File: src/sv/ubx_pkg.sv
// ----------------------------------------------------------------------------
// ubx_pkg
// Shared types and constants for the UBX frame parser.
// ----------------------------------------------------------------------------
package ubx_pkg;

  localparam logic [7:0]  SYNC_ONE      = 8'hB5;
  localparam logic [7:0]  SYNC_TWO      = 8'h62;
  localparam logic [7:0]  EMPTY_CODE    = 8'hFF;
  localparam logic [15:0] MAX_LEN_RESET = 16'd512;

  localparam logic [1:0] KIND_PAYLOAD  = 2'd0;
  localparam logic [1:0] KIND_FRAME    = 2'd1;
  localparam logic [1:0] KIND_TOO_LONG = 2'd2;

  typedef struct packed {
    logic [1:0]  kind;
    logic [7:0]  payload_byte;
    logic [15:0] payload_index;
    logic [7:0]  frame_class;
    logic [7:0]  frame_id;
    logic [15:0] frame_length;
    logic [15:0] received_checksum;
    logic        checksum_ok;
  } ubx_res_t;

endpackage

File: src/sv/ubx_fsm.sv
// ----------------------------------------------------------------------------
// ubx_fsm
// Frame state tracking: phase, header fields, running Fletcher sums, and
// the one result each accepted byte may cause.
// ----------------------------------------------------------------------------
module ubx_fsm
  import ubx_pkg::*;
(
  input  logic           clk,
  input  logic           rst_n,
  input  logic           cfg_we,
  input  logic [15:0]    cfg_wdata,
  input  logic           byte_acc,
  input  logic [7:0]     rx_byte,
  output logic           res_valid,
  output ubx_res_t       res
);

  localparam logic [3:0] PH_SYNC1   = 4'd0;
  localparam logic [3:0] PH_SYNC2   = 4'd1;
  localparam logic [3:0] PH_CLASS   = 4'd2;
  localparam logic [3:0] PH_ID      = 4'd3;
  localparam logic [3:0] PH_LEN1    = 4'd4;
  localparam logic [3:0] PH_LEN2    = 4'd5;
  localparam logic [3:0] PH_PAYLOAD = 4'd6;
  localparam logic [3:0] PH_CSUMA   = 4'd7;
  localparam logic [3:0] PH_CSUMB   = 4'd8;

  logic [15:0] max_len_r;
  logic [3:0]  phase_r, phase_nxt;
  logic [7:0]  class_r, class_nxt;
  logic [7:0]  id_r, id_nxt;
  logic [15:0] length_r, length_nxt;
  logic [15:0] count_r, count_nxt;
  logic [7:0]  sum_a_r, sum_a_nxt;
  logic [7:0]  sum_b_r, sum_b_nxt;
  logic [7:0]  csum_a_r, csum_a_nxt;

  logic [7:0]  add_a;
  logic [7:0]  add_b;
  logic [15:0] len_full;
  logic [15:0] count_inc;

  assign add_a     = sum_a_r + rx_byte;
  assign add_b     = sum_b_r + add_a;
  assign len_full  = {rx_byte, length_r[7:0]};
  assign count_inc = count_r + 16'd1;

  always_comb begin
    phase_nxt  = phase_r;
    class_nxt  = class_r;
    id_nxt     = id_r;
    length_nxt = length_r;
    count_nxt  = count_r;
    sum_a_nxt  = sum_a_r;
    sum_b_nxt  = sum_b_r;
    csum_a_nxt = csum_a_r;
    res_valid  = 1'b0;
    res.kind              = KIND_PAYLOAD;
    res.payload_byte      = 8'd0;
    res.payload_index     = 16'd0;
    res.frame_class       = class_r;
    res.frame_id          = id_r;
    res.frame_length      = length_r;
    res.received_checksum = 16'd0;
    res.checksum_ok       = 1'b0;

    case (phase_r)
      PH_SYNC1: begin
        if (rx_byte == SYNC_ONE) begin
          // restore frame values for the new frame
          class_nxt  = EMPTY_CODE;
          id_nxt     = EMPTY_CODE;
          length_nxt = 16'd0;
          count_nxt  = 16'd0;
          sum_a_nxt  = 8'd0;
          sum_b_nxt  = 8'd0;
          csum_a_nxt = 8'd0;
          phase_nxt  = PH_SYNC2;
        end
      end
      PH_SYNC2: begin
        phase_nxt = (rx_byte == SYNC_TWO) ? PH_CLASS : PH_SYNC1;
      end
      PH_CLASS: begin
        class_nxt = rx_byte;
        sum_a_nxt = add_a;
        sum_b_nxt = add_b;
        phase_nxt = PH_ID;
      end
      PH_ID: begin
        id_nxt    = rx_byte;
        sum_a_nxt = add_a;
        sum_b_nxt = add_b;
        phase_nxt = PH_LEN1;
      end
      PH_LEN1: begin
        length_nxt = {8'd0, rx_byte};
        sum_a_nxt  = add_a;
        sum_b_nxt  = add_b;
        phase_nxt  = PH_LEN2;
      end
      PH_LEN2: begin
        length_nxt = len_full;
        sum_a_nxt  = add_a;
        sum_b_nxt  = add_b;
        if (len_full > max_len_r) begin
          // drop oversized frame, report it
          phase_nxt        = PH_SYNC1;
          res_valid        = 1'b1;
          res.kind         = KIND_TOO_LONG;
          res.frame_length = len_full;
        end else if (len_full == 16'd0) begin
          phase_nxt = PH_CSUMA;
        end else begin
          phase_nxt = PH_PAYLOAD;
        end
      end
      PH_PAYLOAD: begin
        res_valid         = 1'b1;
        res.kind          = KIND_PAYLOAD;
        res.payload_byte  = rx_byte;
        res.payload_index = count_r;
        sum_a_nxt         = add_a;
        sum_b_nxt         = add_b;
        count_nxt         = count_inc;
        if (count_inc == length_r) begin
          phase_nxt = PH_CSUMA;
        end
      end
      PH_CSUMA: begin
        csum_a_nxt = rx_byte;
        phase_nxt  = PH_CSUMB;
      end
      PH_CSUMB: begin
        phase_nxt             = PH_SYNC1;
        res_valid             = 1'b1;
        res.kind              = KIND_FRAME;
        res.received_checksum = {csum_a_r, rx_byte};
        res.checksum_ok       = (csum_a_r == sum_a_r) && (rx_byte == sum_b_r);
      end
      default: begin
        phase_nxt = PH_SYNC1;
      end
    endcase

    if (!byte_acc) begin
      res_valid = 1'b0;
    end
  end

  always_ff @(posedge clk) begin
    if (!rst_n) begin
      max_len_r <= MAX_LEN_RESET;
    end else if (cfg_we) begin
      max_len_r <= cfg_wdata;
    end
  end

  always_ff @(posedge clk) begin
    if (!rst_n) begin
      phase_r  <= PH_SYNC1;
      class_r  <= EMPTY_CODE;
      id_r     <= EMPTY_CODE;
      length_r <= 16'd0;
      count_r  <= 16'd0;
      sum_a_r  <= 8'd0;
      sum_b_r  <= 8'd0;
      csum_a_r <= 8'd0;
    end else if (byte_acc) begin
      phase_r  <= phase_nxt;
      class_r  <= class_nxt;
      id_r     <= id_nxt;
      length_r <= length_nxt;
      count_r  <= count_nxt;
      sum_a_r  <= sum_a_nxt;
      sum_b_r  <= sum_b_nxt;
      csum_a_r <= csum_a_nxt;
    end
  end

endmodule

File: src/sv/ubx_out_buf.sv
// ----------------------------------------------------------------------------
// ubx_out_buf
// Output register with a skid stage; ready toward the parser is registered.
// ----------------------------------------------------------------------------
module ubx_out_buf
  import ubx_pkg::*;
(
  input  logic     clk,
  input  logic     rst_n,
  input  logic     push,
  input  ubx_res_t push_data,
  output logic     can_push,
  output logic     out_valid,
  input  logic     out_ready,
  output ubx_res_t out_data
);

  logic     out_valid_r;
  ubx_res_t out_data_r;
  logic     skid_valid_r;
  ubx_res_t skid_data_r;
  logic     out_free;

  assign out_free  = !out_valid_r || out_ready;
  assign can_push  = !skid_valid_r;
  assign out_valid = out_valid_r;
  assign out_data  = out_data_r;

  always_ff @(posedge clk) begin
    if (!rst_n) begin
      out_valid_r  <= 1'b0;
      skid_valid_r <= 1'b0;
    end else if (out_free) begin
      if (skid_valid_r) begin
        // drain skid first to keep order
        out_valid_r  <= 1'b1;
        skid_valid_r <= push;
      end else begin
        out_valid_r <= push;
      end
    end else if (push) begin
      skid_valid_r <= 1'b1;
    end
  end

  always_ff @(posedge clk) begin
    if (out_free) begin
      if (skid_valid_r) begin
        out_data_r  <= skid_data_r;
        skid_data_r <= push_data;
      end else begin
        out_data_r <= push_data;
      end
    end else if (push) begin
      skid_data_r <= push_data;
    end
  end

endmodule

File: src/sv/ubx_frame_parser.sv
// ----------------------------------------------------------------------------
// ubx_frame_parser
// Recognizes UBX frames in a byte stream; emits payload bytes, frame results
// with checksum status, and oversize-length errors.
// ----------------------------------------------------------------------------
// Throughput: one byte per cycle while in_ready is high; the phase and checksum
//   update is a single 8-bit add pair between the frame registers.
// Output: each result is registered into the output register, or into the skid stage.
// in_ready drops only while the skid stage holds a second waiting result.
// Reset (rst_n low, synchronous): hunt for the first sync byte, limit 512,
//   output and skid empty.
module ubx_frame_parser
  import ubx_pkg::*;
(
  input  logic        clk,
  input  logic        rst_n,
  input  logic        cfg_we,
  input  logic [15:0] cfg_wdata,
  input  logic        in_valid,
  output logic        in_ready,
  input  logic [7:0]  in_rx_byte,
  output logic        out_valid,
  input  logic        out_ready,
  output logic [1:0]  out_kind,
  output logic [7:0]  out_payload_byte,
  output logic [15:0] out_payload_index,
  output logic [7:0]  out_frame_class,
  output logic [7:0]  out_frame_id,
  output logic [15:0] out_frame_length,
  output logic [15:0] out_received_checksum,
  output logic        out_checksum_ok
);

  logic     byte_acc;
  logic     res_valid;
  ubx_res_t res;
  ubx_res_t out_data;

  assign byte_acc = in_valid && in_ready;

  ubx_fsm u_fsm (
    .clk       (clk),
    .rst_n     (rst_n),
    .cfg_we    (cfg_we),
    .cfg_wdata (cfg_wdata),
    .byte_acc  (byte_acc),
    .rx_byte   (in_rx_byte),
    .res_valid (res_valid),
    .res       (res)
  );

  ubx_out_buf u_out_buf (
    .clk       (clk),
    .rst_n     (rst_n),
    .push      (res_valid),
    .push_data (res),
    .can_push  (in_ready),
    .out_valid (out_valid),
    .out_ready (out_ready),
    .out_data  (out_data)
  );

  assign out_kind              = out_data.kind;
  assign out_payload_byte      = out_data.payload_byte;
  assign out_payload_index     = out_data.payload_index;
  assign out_frame_class       = out_data.frame_class;
  assign out_frame_id          = out_data.frame_id;
  assign out_frame_length      = out_data.frame_length;
  assign out_received_checksum = out_data.received_checksum;
  assign out_checksum_ok       = out_data.checksum_ok;

  a_payload_index_in_range: assert property (@(posedge clk) disable iff (!rst_n)
    out_valid && out_kind == KIND_PAYLOAD |-> out_payload_index < out_frame_length)
    else $error("payload index beyond frame length");

  a_checksum_only_on_frame: assert property (@(posedge clk) disable iff (!rst_n)
    out_valid && out_kind != KIND_FRAME |-> !out_checksum_ok && out_received_checksum == 16'd0)
    else $error("checksum fields set on non-frame result");

  a_no_payload_on_error: assert property (@(posedge clk) disable iff (!rst_n)
    out_valid && out_kind != KIND_PAYLOAD |-> out_payload_byte == 8'd0 && out_payload_index == 16'd0)
    else $error("payload fields set on non-payload result");

  a_kind_code_valid: assert property (@(posedge clk) disable iff (!rst_n)
    out_valid |-> out_kind == KIND_PAYLOAD || out_kind == KIND_FRAME
                  || out_kind == KIND_TOO_LONG)
    else $error("unused result kind code");

endmodule

File: config.mk
export PLATFORM = sky130hd
export DESIGN_NAME = ubx_frame_parser
export DESIGN_NICKNAME = d
export VERILOG_FILES = /design/src/sv/ubx_pkg.sv /design/src/sv/ubx_fsm.sv /design/src/sv/ubx_out_buf.sv /design/src/sv/ubx_frame_parser.sv
export SDC_FILE = /design/constraint.sdc
export NUM_CORES = 1
export LEC_CHECK = 0
export BUFFER_PORTS_ARGS = -buffer_cell sky130_fd_sc_hd__buf_2
export CAP_MARGIN = 30
export CORE_AREA = 8 8 111 215
export DETAILED_ROUTE_END_ITERATION = 7
export DIE_AREA = 0 0 119 223
export GPL_TIMING_DRIVEN = 0
export HOLD_SLACK_MARGIN = 0.12
export PLACE_DENSITY = 0.76
export SETUP_SLACK_MARGIN = 0.4
export SYNTH_ARGS = -nofsm -noshare
export SYNTH_HDL_FRONTEND = slang
export SYNTH_SLANG_ARGS = --single-unit
File: constraint.sdc
create_clock -name clk -period 7.7 [get_ports clk]
set_clock_uncertainty 0.05 [all_clocks]
set_input_delay 0.385 -clock clk [delete_from_list [all_inputs] [get_ports clk]]
set_output_delay 0.385 -clock clk [all_outputs]
set_load 0.05 [all_outputs]
* Word level (Yosys, flattened, before mapping)
Cells that the tools add are included.
** Storage, ports and cells
- Input port bits :: 29
- Register bits after elaboration :: 244
- Output and inout bits :: 77
- Word-level logic and storage cells :: 108
** Cells by class
- Equality and inequality tests :: 16
- Add/subtract/negate cells :: 3
- Bitwise gates (word level) :: 1
- Reductions and logical operators :: 26
- $lt $le $gt $ge :: 1
- Multiplexer cells :: 33
** Operator list (count)
- two-way mux 75 bit :: 4
- case mux 8 bit (2 select lines) :: 5
- two-way mux 16 bit :: 3
- case mux 16 bit (3 select lines) :: 1
- case mux 16 bit (2 select lines) :: 1
- case mux 4 bit (8 select lines) :: 1
- two-way mux 24 bit :: 1
- AND reduction 3 bit :: 7
- two-way mux 17 bit :: 1
- adder 16 x 1 -> 16 bit (second input constant) :: 1
- adder 8 bit :: 2
- equality test 16 bit :: 1
- equality test 4 x 3 -> 1 bit (second input constant) :: 4
- equality test 8 bit :: 2
- > comparator 16 bit :: 1
- zero test 16 bit :: 1
- two-way mux 8 bit :: 2
- nonzero test 2 bit :: 7
- equality test 4 x 2 -> 1 bit (second input constant) :: 2
- equality test 8 x 7 -> 1 bit (second input constant) :: 1
- equality test 8 bit (second input constant) :: 1
- two-way mux 4 bit :: 2
- two-way mux 1 bit :: 7
- != test 2 x 1 -> 1 bit (second input constant) :: 3
- other kinds (16) :: 19

* Longest topological paths before layout
- Depth in word-level cells :: 6
- Gate-level depth with buffers :: 14
- Mapped depth without buffers :: 14

* By module
From an unflattened synthesis, not the netlist that was laid out.
** Unflattened totals
- Cell total of the unflattened synthesis :: 967
- Area total of the unflattened synthesis :: 11464.7 um^2
** By module, submodules not included
- ubx_fsm :: area each 5935.7 um^2, instances 1, cells each 721, seq. area each 1841.8 um^2
- ubx_out_buf :: area each 5522.8 um^2, instances 1, cells each 245, seq. area each 4544.4 um^2
- ubx_frame_parser :: area each 6.3 um^2, instances 1, cells each 1, seq. area each 0.0 um^2

* Worst setup path before layout
No wires, ideal clock.
- Kind :: reg-to-reg
- Start :: register u_out_buf.out_valid_r, in the netlist u_out_buf.out_valid
- End :: register u_out_buf.skid_data_r[0] (netlist name) (enable)
- Buffers on the path :: 0
- Data arrival time :: 7920 ps
- Setup slack :: -882 ps
- Data required time :: 7038 ps
- Setup time :: 612 ps
- Period minus slack after synthesis :: 8582 ps
- Stages on the path, launching flop included :: 4
- Cell sequence :: dfxtp_1 -> nand2b_1 -> nand2b_1 -> o21ai_0
** On the way
- Word-level cells in the longest chain between the ends :: 4
- Elaborated cells between the ends (all ways) :: 5
- Classes of those cells :: eq/ne: 1; reduce/logical: 4
** RTL lines
- start, declared :: RTL line ubx_out_buf.sv:18 : logic out_valid_r;
- start signal, assigned :: RTL line ubx_out_buf.sv:39 : out_valid_r <= push;
- zero test 1 bit (*) :: RTL line ubx_out_buf.sv:24 : assign out_free = !out_valid_r || out_ready;
- logical OR 1 bit (*) :: RTL line ubx_out_buf.sv:24
- via u_out_buf.out_free :: RTL line ubx_out_buf.sv:22 : logic out_free;
- != test 2 x 1 -> 1 bit (no source line) / nonzero test 2 bit (equally long branches)
- AND reduction 2 bit (no source line) (*)
- end signal, assigned :: RTL line ubx_out_buf.sv:50 : skid_data_r <= push_data;
- end signal, assigned :: RTL line ubx_out_buf.sv:55 : skid_data_r <= push_data;
- end, declared :: RTL line ubx_out_buf.sv:21 : ubx_res_t skid_data_r;
Mark *: on every way through the listed nets, which the timed path passes. The rest lies on a longest branch.
A chain may end at the register's enable or synchronous reset.

* Worst setup path after layout
- Start :: register u_fsm.length_r[0]
- End :: register u_out_buf.skid_data_r[4] (netlist name) (enable)
** On the way
- Word-level cells in the longest chain between the ends :: 6
** RTL lines
- start, declared :: RTL line ubx_fsm.sv:33 : logic [15:0] length_r, length_nxt;
- start signal, assigned :: RTL line ubx_fsm.sv:174 : length_r <= length_nxt;
- > comparator 16 bit :: RTL line ubx_fsm.sv:107 : if (len_full > max_len_r) begin
- two-way mux 1 bit :: RTL line ubx_fsm.sv:107
- case mux 1 bit (2 select lines) :: RTL line ubx_fsm.sv:68 : case (phase_r)
- two-way mux 1 bit :: RTL line ubx_fsm.sv:147 : if (!byte_acc) begin
- nonzero test 2 bit (no source line)
- AND reduction 2 bit (no source line)
No other way between the ends.

==> impl_metrics.yaml <==
timing:
  whs_ps: 303
  slew_headroom: 0.370
  rsz0062_at_grt: "no"
  timing.final.max_slew_violations: 0
  fin_crit_ps: 3730
  min_period_over_period: 0.484
  finalHoldViolCount: 0
  setup_ws_ps: 3970
  fmaxAchievable_mhz: 268
  tightest_slew_ps: 937
  setup_violations: 0
  finalSetupTns_ps: 0
global_route:
  overflow: 0
  grt_first_pass_wirelength_mm: 44.6
  antenna_found_initial: 0
  grt_pass1_vias: 8323
  track_usage: 0.211
  grt_max_degree: 47
worst_setup_path:
  critical-path-slowest-cell: "o21ai_4"
  worstSetupPathType: "flop to flop"
  cpPeakStageDelay_ps: 580
  critPathRequiredTime_ps: 7850
  arrival_ps: 3880
  cp_num_buf_inv: 3
  crit_fanout: 32
  end_kind: "flop"
  crit_chain: "inv_1 -> ha_1 -> nand2b_1 -> a21oi_1 -> o21ai_0 -> o211ai_1 -> nand3_1 -> clkbuf_1 -> a21bo_2 -> o21ai_4 -> buf_12"
  crit_path_start_kind: "flop"
  r2r_setup_slack_ps: 3970
  cp_top_family: "compound AO/OA/AOI/OAI gates"
power_and_ir_drop:
  ir_drop_mv: 0.159
  power_density_nw_per_um2: 195
  p_leak_nw: 5.08
  total_power_mw: 2.53
finish:
  n_antenna_cell: 0
  final_cell_mix: "edfxtp_1 (150), buf_2 (108), dfxtp_1 (94)"
  layout_commonest_cell: "edfxtp_1"
  nets: 1182
  area_growth_pct: 16.1
  final_cell_count_no_fill: 1407
  drive_gt1_frac: 0.206
yosys:
  yosys-top-cells-area: "edfxtp_1 (40%), dfxtp_1 (17%), mux2_2 (7.8%)"
  yosysTopAreaCell: "edfxtp_1"
  yosysTopAreaCellShare: 0.403
  yosysWarnings: 0
  syn-cell-area_um2: 11200
  syn_avg_cell_area_um2: 11.5
  synth_nets: 1034
  yosysUniqueCellTypes: 55
  yosysSeqAreaShare: 0.571
  ys.flop_type: "edfxtp_1"
  async_reset_ff_frac: 0
  ys_ff_latch: 244
  syn_inst: 972
  synth_edf_count: 150
detailed_routing:
  vias_per_cell: 5.76
  via_count: 8106
  ant_nets: 0
  drc: 0
  avgRoutedWirePerCell_um: 20.1
  first_iter_violations: 524
  firstDrtPassIters: 5
  totalWireLength_mm: 28.3
clocking:
  clockBufferDepth: 3
  cts_made_buffers: 21
  clkTransAtPathRegs_ps: 80
  post_cts_buffers: 0
  clkLatencyLatePin_ps: 510
  cts_hold_buf: 17
  htreeDepth: 1
  cts_root_buf: "clkbuf_16"
  cts_tree: "built"
  numClockSinks: 244
  cts_resized: 0
place:
  dp_cells: 1352
  port_buffers: 104
  place_hpwl_mm: 20.0
  dp_slack_ps: 3940
  place_congestion: 0.905
floorplanning:
  io_pins: 106
  dieHeight_um: 223
  die_w_um: 119
  die_area_um2: 26500
  fp.coreArea_um2: 21200
  rows: 76
  initial_core_util: 0.527
job:
  cap_violations: 0
outcome:
  status: "completed"
hold_path:
  worstHoldPathType: "input pin to flop"
[flip-flops by register name, indices dropped and copies added, names as in the netlist]
signal,cells
u_fsm.max_len_r,16
u_out_buf.skid_data_r,75
u_fsm.length_r,16
u_out_buf.skid_valid_r,1
u_fsm.class_r,8
u_fsm.sum_b_r,8
u_out_buf.out_data,75
u_fsm.csum_a_r,8
u_fsm.id_r,8
u_fsm.count_r,16
u_fsm.phase_r,4
u_fsm.sum_a_r,8
u_out_buf.out_valid,1
[path summary, 6_finish.rpt]
path,startpoint,to,cells after the start
setup / recovery,u_fsm.length_r[0]$_SDFFE_PN0P_,u_out_buf.skid_data_r[4]$_DFFE_PP_,11
hold / removal,in_rx_byte[0],u_fsm.sum_a_r[0]$_SDFFE_PN0P_,4
setup reg to reg,u_fsm.length_r[0]$_SDFFE_PN0P_,u_out_buf.skid_data_r[4]$_DFFE_PP_,11
hold reg to reg,u_fsm.class_r[5]$_SDFFE_PN1P_,u_out_buf.skid_data_r[46]$_DFFE_PP_,0
[area by class of cell]
type	count	area (µm²)
Buffer	55	219
Clock buffer	26	576
Clock inverter	11	101
Fill cell	1725	8230
Inverter	34	128
Multi-Input combinational cell	639	4460
Sequential cell	244	6390
Tap cell	273	342
Timing Repair Buffer	125	758
[Yosys cell counts, types with 3 or more instances]
cell type and number:
and3_1 27, a21oi_1 47, a31oi_1 5, o21a_1 4, nand2b_1 4, xnor2_1 36, inv_1 32, and2_1 24
nand2_1 58, buf_2 4, a21o_1 4, xor2_1 18, ha_1 31, o211ai_1 5, and4_1 4, or3_1 3
nand3b_1 11, o21ai_1 10, nand4_1 16, mux2i_1 16, nor2_1 85, nand3_1 26, dfxtp_1 94, o21ai_0 28
nor4_1 8, nor3_1 27, a22oi_1 21, nor3b_1 5, or4_1 5, mux2_2 77, edfxtp_1 150, a211oi_1 3
o31ai_1 5, clkbuf_1 46, buf_1 3
[power by group]
group	switching (mW)	internal [mW]
clock	0.490	0.574
combinational	0.0580	0.0339
sequential	0.00266	1.37
[worst reg2reg max path: stages (launching register included)]
cell	delay (ps)
dfxtp_1	470
inv_1	170
ha_1	220
nand2b_1	140
a21oi_1	160
o21ai_0	110
o211ai_1	240
nand3_1	240
clkbuf_1	380
a21bo_2	340
o21ai_4	580
buf_12	290
[through the flow]
stage / util / cell area (µm²)
global placement: 0.568 / 12000
global route: 0.612 / 13000
finish: 0.612 / 13000
floorplan: - / 11200
detailed placement: 0.571 / 12100
CTS: 0.611 / 13000
[logic make-up (layout without fill, tap and decap cells)]
family	count (synthesis)	count (layout)	share of synthesized area
fa+ha+maj	33	33	0.0383
xor+xnor	54	54	0.0423
simple gates	312	312	0.144
compound gates	147	147	0.0812
flops	244	244	0.571
buf+inv	89	251	0.0310
mux	93	93	0.0919
[per-layer routing]
layer | part of all wire | wire, µm | global-route usage
met1 | 0.38 | 10900 | 0.235
met5 | 0 | 0 | 0
met2 | 0.51 | 14600 | 0.377
met3 | 0.057 | 1620 | 0.0367
met4 | 0.045 | 1290 | 0.102
No activity file was read; power rests on OpenSTA's default activity.
